`src/hw/rtl/assert_macros.svh`:
```
// Assertion helpers shared by the RTL.
`ifndef ASSERT_MACROS_SVH
`define ASSERT_MACROS_SVH

// Same-cycle implication, disabled while reset is held.
`define ASSERT_SAME(label, clk, rst_n, ante, cons) \
  label: assert property (@(posedge clk) disable iff (!rst_n) (ante) |-> (cons)) \
    else $error("same-cycle check failed");

// Next-cycle implication, disabled while reset is held.
`define ASSERT_NEXT(label, clk, rst_n, ante, cons) \
  label: assert property (@(posedge clk) disable iff (!rst_n) (ante) |=> (cons)) \
    else $error("next-cycle check failed");

`endif

```
`src/hw/rtl/ttb_pkg.sv`:
```
package ttb_pkg;

  localparam int LIMIT_W = 20;

  // Register indexes on the configuration port
  localparam logic [1:0] REG_START_HOURS   = 2'd0;
  localparam logic [1:0] REG_START_MINUTES = 2'd1;
  localparam logic [1:0] REG_START_SECONDS = 2'd2;

  // Bit positions in the pending flag vector and in ack_mask
  localparam int FLAG_100MS  = 0;
  localparam int FLAG_10MS   = 1;
  localparam int FLAG_SCR_UP = 2;
  localparam int FLAG_SCR_LO = 3;

  localparam logic [3:0] PRESCALE_DIV   = 4'd10;
  localparam logic [3:0] BLINK_TOP      = 4'd10;
  localparam logic [3:0] BLINK_ON_BELOW = 4'd8;
  localparam logic [1:0] SCROLL_TOP     = 2'd2;
  localparam logic [6:0] MINUTE_LEN     = 7'd60;
  localparam logic [6:0] HOUR_LEN       = 7'd60;
  localparam logic [5:0] HOURS_TOP      = 6'd24;
  localparam logic [4:0] HOURS_WRAP     = 5'd1;

  typedef struct packed {
    logic        mode;
    logic [3:0]  ack_mask;
    logic        clear_interval;
    logic        clear_phase;
    logic [15:0] limit_seconds;
  } in_word_t;

  typedef struct packed {
    logic       flag_100ms;
    logic       flag_10ms;
    logic       scroll_upper;
    logic       scroll_lower;
    logic       interval_passed;
    logic       phase_passed;
    logic       blink_on;
    logic [4:0] hours;
    logic [5:0] minutes;
    logic [5:0] seconds;
    logic [3:0] tenths;
  } out_word_t;

  typedef struct packed {
    logic [1:0] index;
    logic [5:0] value;
  } cfg_word_t;

  // Item held in the input stage, limit already scaled to tenths
  typedef struct packed {
    logic               mode;
    logic [3:0]         ack_mask;
    logic               clear_interval;
    logic               clear_phase;
    logic [LIMIT_W-1:0] limit_tenths;
  } item_t;

  typedef struct packed {
    logic      en;
    cfg_word_t word;
  } cfg_wr_t;

endpackage

```
`src/hw/rtl/ttb_core.sv`:
```
module ttb_core #(
  parameter int TENTHS_PER_SECOND = 10
) (
  input  logic               clk,
  input  logic               rst_n,
  input  ttb_pkg::cfg_wr_t   cfg,
  input  logic               advance,
  input  ttb_pkg::item_t     item,
  output ttb_pkg::out_word_t result
);

  logic [3:0]  prescale_r, prescale_nxt;
  logic [15:0] interval_r, interval_nxt;
  logic [15:0] phase_r, phase_nxt;
  logic [3:0]  blink_r, blink_nxt;
  logic [1:0]  scroll_r, scroll_nxt;
  logic [3:0]  flags_r, flags_nxt;
  logic [3:0]  tenths_r, tenths_nxt;
  logic [5:0]  seconds_r, seconds_nxt;
  logic [5:0]  minutes_r, minutes_nxt;
  logic [4:0]  hours_r, hours_nxt;

  logic [3:0] prescale_inc, blink_inc, tenths_inc;
  logic [1:0] scroll_inc;
  logic [6:0] seconds_inc, minutes_inc;
  logic [5:0] hours_inc;

  assign prescale_inc = prescale_r + 4'd1;
  assign blink_inc    = blink_r + 4'd1;
  assign tenths_inc   = tenths_r + 4'd1;
  assign scroll_inc   = scroll_r + 2'd1;
  assign seconds_inc  = {1'b0, seconds_r} + 7'd1;
  assign minutes_inc  = {1'b0, minutes_r} + 7'd1;
  assign hours_inc    = {1'b0, hours_r} + 6'd1;

  always_comb begin
    prescale_nxt = prescale_r;
    interval_nxt = interval_r;
    phase_nxt    = phase_r;
    blink_nxt    = blink_r;
    scroll_nxt   = scroll_r;
    flags_nxt    = flags_r;
    tenths_nxt   = tenths_r;
    seconds_nxt  = seconds_r;
    minutes_nxt  = minutes_r;
    hours_nxt    = hours_r;
    if (cfg.en) begin
      // start time loads straight into the clock
      case (cfg.word.index)
        ttb_pkg::REG_START_HOURS:   hours_nxt   = cfg.word.value[4:0];
        ttb_pkg::REG_START_MINUTES: minutes_nxt = cfg.word.value;
        ttb_pkg::REG_START_SECONDS: seconds_nxt = cfg.word.value;
        default: ;
      endcase
    end else if (advance) begin
      if (!item.mode) begin
        flags_nxt[ttb_pkg::FLAG_10MS] = 1'b1;
        if (prescale_inc >= ttb_pkg::PRESCALE_DIV) begin
          prescale_nxt = 4'd0;
          flags_nxt[ttb_pkg::FLAG_100MS] = 1'b1;
          interval_nxt = interval_r + 16'd1;
          phase_nxt    = phase_r + 16'd1;
          blink_nxt    = (blink_inc > ttb_pkg::BLINK_TOP) ? 4'd0 : blink_inc;
          // ripple the time of day
          if (tenths_inc < 4'(TENTHS_PER_SECOND)) begin
            tenths_nxt = tenths_inc;
          end else begin
            tenths_nxt = 4'd0;
            if (seconds_inc < ttb_pkg::MINUTE_LEN) begin
              seconds_nxt = seconds_inc[5:0];
            end else begin
              seconds_nxt = 6'd0;
              if (minutes_inc < ttb_pkg::HOUR_LEN) begin
                minutes_nxt = minutes_inc[5:0];
              end else begin
                minutes_nxt = 6'd0;
                hours_nxt = (hours_inc > ttb_pkg::HOURS_TOP) ? ttb_pkg::HOURS_WRAP
                                                             : hours_inc[4:0];
              end
            end
          end
        end else begin
          prescale_nxt = prescale_inc;
          if (scroll_inc == 2'd1) begin
            flags_nxt[ttb_pkg::FLAG_SCR_UP] = 1'b1;
          end else if (scroll_inc == 2'd2) begin
            flags_nxt[ttb_pkg::FLAG_SCR_LO] = 1'b1;
          end
          scroll_nxt = (scroll_inc > ttb_pkg::SCROLL_TOP) ? 2'd0 : scroll_inc;
        end
      end else begin
        flags_nxt = flags_r & ~item.ack_mask;
      end
      if (item.clear_interval) begin
        interval_nxt = 16'd0;
      end
      if (item.clear_phase) begin
        phase_nxt = 16'd0;
      end
    end
  end

  always_comb begin
    result.flag_100ms      = flags_nxt[ttb_pkg::FLAG_100MS];
    result.flag_10ms       = flags_nxt[ttb_pkg::FLAG_10MS];
    result.scroll_upper    = flags_nxt[ttb_pkg::FLAG_SCR_UP];
    result.scroll_lower    = flags_nxt[ttb_pkg::FLAG_SCR_LO];
    result.interval_passed = {{(ttb_pkg::LIMIT_W-16){1'b0}}, interval_nxt}
                             >= item.limit_tenths;
    result.phase_passed    = {{(ttb_pkg::LIMIT_W-16){1'b0}}, phase_nxt}
                             >= item.limit_tenths;
    result.blink_on        = blink_nxt < ttb_pkg::BLINK_ON_BELOW;
    result.hours           = hours_nxt;
    result.minutes         = minutes_nxt;
    result.seconds         = seconds_nxt;
    result.tenths          = tenths_nxt;
  end

  always_ff @(posedge clk) begin
    if (!rst_n) begin
      prescale_r <= 4'd0;
      interval_r <= 16'd0;
      phase_r    <= 16'd0;
      blink_r    <= 4'd0;
      scroll_r   <= 2'd0;
      flags_r    <= 4'd0;
      tenths_r   <= 4'd0;
      seconds_r  <= 6'd0;
      minutes_r  <= 6'd0;
      hours_r    <= 5'd0;
    end else begin
      prescale_r <= prescale_nxt;
      interval_r <= interval_nxt;
      phase_r    <= phase_nxt;
      blink_r    <= blink_nxt;
      scroll_r   <= scroll_nxt;
      flags_r    <= flags_nxt;
      tenths_r   <= tenths_nxt;
      seconds_r  <= seconds_nxt;
      minutes_r  <= minutes_nxt;
      hours_r    <= hours_nxt;
    end
  end

endmodule

```
`config.mk`:
```
export PLATFORM = sky130hd
export DESIGN_NAME = ttb_core
export DESIGN_NICKNAME = d
export VERILOG_FILES = /design/src/hw/rtl/assert_macros.svh /design/src/hw/rtl/ttb_pkg.sv /design/src/hw/rtl/ttb_core.sv
export SDC_FILE = /design/constraint.sdc
export NUM_CORES = 1
export LEC_CHECK = 0
export BUFFER_PORTS_ARGS = -buffer_cell sky130_fd_sc_hd__buf_2
export CAP_MARGIN = 0
export CORE_MARGIN = 2
export CORE_UTILIZATION = 55
export CTS_BUF_LIST = sky130_fd_sc_hd__clkbuf_2 sky130_fd_sc_hd__clkbuf_4 sky130_fd_sc_hd__clkbuf_8
export DETAILED_ROUTE_END_ITERATION = 7
export PLACE_DENSITY = 0.78
export SKIP_LAST_GASP = 1
export SLEW_MARGIN = 20
export SYNTH_ARGS = -nofsm -noshare
export SYNTH_HDL_FRONTEND = slang
export SYNTH_SLANG_ARGS = --single-unit
export TNS_END_PERCENT = 100
```
`constraint.sdc`:
```
create_clock -name clk -period 3.21 [get_ports clk]
set_clock_uncertainty 0.2 [all_clocks]
set_input_delay 0.1605 -clock clk [delete_from_list [all_inputs] [get_ports clk]]
set_output_delay 0.1605 -clock clk [all_outputs]
set_load 0.1 [all_outputs]
```
Word level (Yosys, flattened, before mapping)
Index checks and enable logic that the tools add are counted.
{ "totals": {"word_cells": 95, "in_bits": 39, "register_bits": 67, "output_inout_bits": 28} }
{ "classes": {"n_mux": 54, "n_eq_ne": 4, "n_lt_le_gt_ge": 10, "bitwise": 5, "reduce_logical": 3, "n_addsub": 9} }
{ "op_table": {"columns": ["operator", "n"], "rows": [
  ["16-bit 2-to-1 mux", 10],
  ["6-bit 2-to-1 mux", 15],
  ["4-bit 2-to-1 mux", 14],
  ["5-bit 2-to-1 mux", 9],
  ["16-bit by 20-bit >= comparator with 1-bit output", 2],
  ["16-bit by 1-bit adder with 16-bit output, second input constant", 2],
  ["6-bit by 1-bit adder with 7-bit output, second input constant", 2],
  ["7-bit by 6-bit < comparator with 1-bit output, second input constant", 2],
  ["4-bit by 1-bit adder with 4-bit output, second input constant", 3],
  ["4-bit < comparator, second input constant", 2],
  ["5-bit by 1-bit adder with 6-bit output, second input constant", 1],
  ["6-bit by 5-bit > comparator with 1-bit output, second input constant", 1],
  ["4-bit AND", 1],
  ["2-bit by 1-bit equality test with 1-bit output, second input constant", 2],
  ["2-bit equality test, second input constant", 2],
  ["4-bit >= comparator, second input constant", 1],
  ["4-bit > comparator, second input constant", 1],
  ["1-bit 2-to-1 mux", 4],
  ["2-bit 2-to-1 mux", 2],
  ["4-bit inverter", 1],
  ["4-bit AND reduction", 1],
  ["1-bit inverter", 3],
  ["3-bit AND reduction", 1],
  ["2-bit by 1-bit adder with 2-bit output, second input constant", 1],
  ["other kinds (2)", 2]
]} }

Longest topological paths before layout
{ "depth": {"depth_word": 10, "ltp_mapped": 15, "mapped_depth_nobuf": 14} }

Worst setup path before layout
OpenSTA, ideal clock, no wires.
{ "synth_timing": {"path_kind": "reg2reg", "from": "reg prescale_r[1]", "to": "reg tenths_r[2]", "slack_ps": -1803, "period_less_slack_ps": 5013, "path_buffers": 1, "t_arrival_ps": 4737, "required_time_ps": 2934, "stages_incl_launch_ff": 8, "path_cell_list": "dfxtp_1 -> inv_1 -> ha_1 -> nand3b_1 -> nand3_1 -> clkbuf_1 -> o41ai_1 -> and2_1"} }
{ "synth_rtl": {"columns": ["item", "line", "rtl"], "rows": [
  ["start: declaration", "ttb_core.sv:12", "logic [3:0] prescale_r, prescale_nxt;"],
  ["start signal: assignment", "ttb_core.sv:132", "prescale_r <= prescale_nxt;"],
  ["end signal: assignment", "ttb_core.sv:138", "tenths_r <= tenths_nxt;"],
  ["end: declaration", "ttb_core.sv:18", "logic [3:0] tenths_r, tenths_nxt;"]
]} }

==> impl_metrics.tcl <==
set metrics [dict create \
    viasPerCell 6.10 \
    async_reset_ff_share_pct 0 \
    ys_warn_count 0 \
    cts_buffers 9 \
    pin_count 67 \
    path_clk_slew_ps 80 \
    p_total_w 0.00207 \
    p_comb_share_pct 22.6 \
    synthesis.nets 734 \
    wl_per_cell_um 17.1 \
    cp-start-kind "register" \
    cts_tree "done" \
    ys.flop_type "dfxtp_1" \
    antenna_cells 0 \
    max_freq_ghz 0.265 \
    synth.distinct_cells 68 \
    clk_path_buf_depth 2 \
    wl_met1_mm 6.42 \
    synth-seq-cells 67 \
    maxSlewViolCount 0 \
    hold_violations 0 \
    crit_path_end_kind "output port" \
    drive_gt1_share_pct 28.2 \
    routed_wl_mm 15.1 \
    period_share_pct 117 \
    setup_ws_ps -559 \
    cap_violations 0 \
    p_sw_share_pct 33.5 \
    clock_latency_ps 350 \
    clock-sinks 67 \
    drt_iter0_markers 410 \
    min_path_cells 5 \
    yosysSeqAreaShare_pct 26.7 \
    highest_layer "met4" \
    synth_edf_count 0 \
    core_area_sq_um 8810 \
    met2_length_mm 7.27 \
    path_class "register to output port" \
    dr_wl_met3_mm 1.15 \
    gp_congestion 0.939 \
    sequentialPowerShare_pct 42.4 \
    chipWidth_um 99.6 \
    grt_usage_pct 30.5 \
    start_util_pct 57.0 \
    period_minus_slack_ps 3770 \
    dr.pass1.iters 5 \
    r2r_start "tenths_r[0]" \
    slew_headroom_pct 51.3 \
    postRouteAntennaNets 0 \
    max-vdd-ir-drop_v 0.000302 \
    syn_to_final_growth_pct 33.3 \
    r2r-end "seconds_r[3]" \
    gr-total-overflow 0 \
    pwr_density_cell_nw_per_um2 309 \
    crit_end "result[22]" \
    antenna_found_initial 0 \
    cp_data_arrival_time_ps 3410 \
    root_buffer "clkbuf_8" \
    rows 34 \
    crit_start "prescale_r[0]" \
    clkPwrFrac_pct 35.0 \
    violations "negative setup slack" \
    required_ps 2850 \
    p_switching_w 0.000692 \
    cp_slowest_stage_delay_ps 380 \
    route.detailed.drc 0 \
    p_leak_nw 2.92 \
    fin_tns_setup_ps -1110 \
    crit_slowest_cell "dfxtp_4" \
    final_core_util_pct 76.0 \
    r2r_cells 9 \
    place.port_buffers 66 \
    crit_fanout 4 \
    p_int_w 0.00137 \
    synth_area_sq_um 5020 \
    avgSynthCellArea_sq_um 7.70 \
    vias 5364 \
    rsz0062_at_grt "yes" \
    ff2ff_setup_slack_ps 520 \
    grt_pass1_vias 5173 \
    place_hpwl_mm 11.2 \
    grt_pass1_wl_mm 24.6 \
    cp_cell_sequence "ha_4 > xnor2_2 > nand3b_1 > nand3_2 > buf_6 > nor3_4 > xnor2_2 > nor2_1 > ha_1 > and3_4 > a2111o_1 > a31oi_1 > o211ai_1 > and3_4 > buf_12" \
    die-area_sq_um 9910 \
    tightest_slew_ps 730 \
    cts_hold_buf 0 \
    setup_viol 2 \
    grt_max_degree 32 \
    synth_cells 652 \
    die_h_um 99.6 \
    nNetsFinal 849 \
    min_path_type "input port to register" \
    cts_max_level 3 \
    status "finished with violations" \
]
## cell usage in the layout, fill, tap and decap left out, types with 22 or more instances in the layout
cell type  synthesis  layout
a21oi_1           33      29
and2_1            27      27
buf_2              3      43
buf_4              1      76
dfxtp_1           67      64
ha_1              43      39
inv_1             29      29
nand2_1           56      56
nor2_1            88      87
o21ai_0           25      22
## state kept, by name (all words and copies together), names as in the netlist, 5 cells and up
register,flops
hours_r,5
interval_r,16
minutes_r,6
phase_r,16
seconds_r,6
## kinds of logic (layout without fill, tap and decap cells)
family	count (synthesis)	after routing	synth area share [%]
compound gates	129	129	18.1
xor+xnor	34	34	5.93
fa+ha+maj	43	43	10.7
buf+inv	67	187	5.45
flops	67	67	26.7
mux	18	18	3.64
simple gates	294	294	29.4
## worst max-delay path, delay by kind of cell, from the launching register on
kind | cells | cell delay, ps
simple gates | 6 | 960
compound gates | 3 | 610
fa+ha+maj | 2 | 480
flops | 1 | 380
buf+inv | 2 | 320
xor+xnor | 2 | 270
## synth_stat cells (3+ instances only)
| library cell | count | area share [%] |
|---|---|---|
| a211oi_1 | 6 | 0.90 |
| a21o_1 | 8 | 1.2 |
| a21oi_1 | 33 | 3.3 |
| a31oi_1 | 12 | 1.5 |
| and2_1 | 27 | 3.4 |
| and3_1 | 14 | 1.7 |
| and4_1 | 3 | 0.52 |
| buf_2 | 3 | 0.30 |
| clkbuf_1 | 30 | 2.2 |
| dfxtp_1 | 67 | 27 |
| ha_1 | 43 | 11 |
| inv_1 | 29 | 2.2 |
| mux2i_1 | 16 | 3.2 |
| nand2_1 | 56 | 4.2 |
| nand2b_1 | 9 | 1.1 |
| nand3_1 | 23 | 2.3 |
| nand4_1 | 21 | 2.6 |
| nor2_1 | 88 | 6.6 |
| nor2b_1 | 11 | 1.4 |
| nor3_1 | 16 | 1.6 |
| nor4_1 | 8 | 1.0 |
| o211ai_1 | 5 | 0.75 |
| o21ai_0 | 25 | 2.5 |
| o221ai_1 | 3 | 0.52 |
| o31ai_1 | 4 | 0.60 |
| xnor2_1 | 21 | 3.7 |
| xor2_1 | 13 | 2.3 |
## metal layers
metal / track usage [%] / vias to the layer above
li1: - / 2557
met1: 39.6 / 2510
met2: 52.0 / 260
met3: 5.48 / 37
met4: 8.54 / 0
met5: 0 / -
## power by group through the flow
| stage | sequential (W) | combinational [W] | clock [W] |
|---|---|---|---|
| 2_1_floorplan | 0.000879 | 0.000311 | 0 |
| 3_3_place_gp | 0.000893 | 0.000442 | 0 |
| 3_5_place_dp | 0.000894 | 0.000453 | 0 |
| 4_1_cts | 0.000874 | 0.000459 | 0.000731 |
| 5_1_grt | 0.000879 | 0.000493 | 0.000765 |
| 6_report | 0.000876 | 0.000467 | 0.000723 |
## layout make-up
| type | instances | area (sq um) |
|---|---|---|
| multi-input cells | 518 | 3690 |
| fillers | 630 | 2110 |
| flip-flops and latches | 67 | 1350 |
| repair buffers | 142 | 1220 |
| well taps | 108 | 135 |
| clock buffers | 10 | 131 |
| inverters | 29 | 109 |
| clock inverters | 6 | 65.1 |
## how the worst min path moves through the flow
stage / end / startpoint
2_1_floorplan: hours_r[2] / rst_n
3_3_place_gp: flags_r[0] / flags_r[0]
3_5_place_dp: phase_r[15] / phase_r[15]
4_1_cts: flags_r[1] / item[23]
5_1_grt: flags_r[1] / item[23]
6_report: flags_r[1] / item[23]
## per-stage QoR
| step | area (sq um) | setup WS (ps) | instances | hold slack (ps) |
|---|---|---|---|---|
| 4_1_cts | 6550 | -521 | 871 | 14.6 |
| 2_1_floorplan | 5200 | -110 | 652 | 106 |
| 6_report | 6700 | -559 | 880 | 21.5 |
| 3_5_place_dp | 6240 | -354 | 853 | 325 |
| 3_3_place_gp | 6240 | -295 | 853 | 291 |
| 5_1_grt | 6700 | -715 | 880 | 25.7 |
## timing repair
action | CTS | global route
pin swaps | 15 | 18
cloned | 0 | 0
setup buffers | 2 | 9
resized for setup | 22 | 19
endpoints found under the setup margin | 13 | 18
Note: power is estimated with default switching activity, not from simulation.
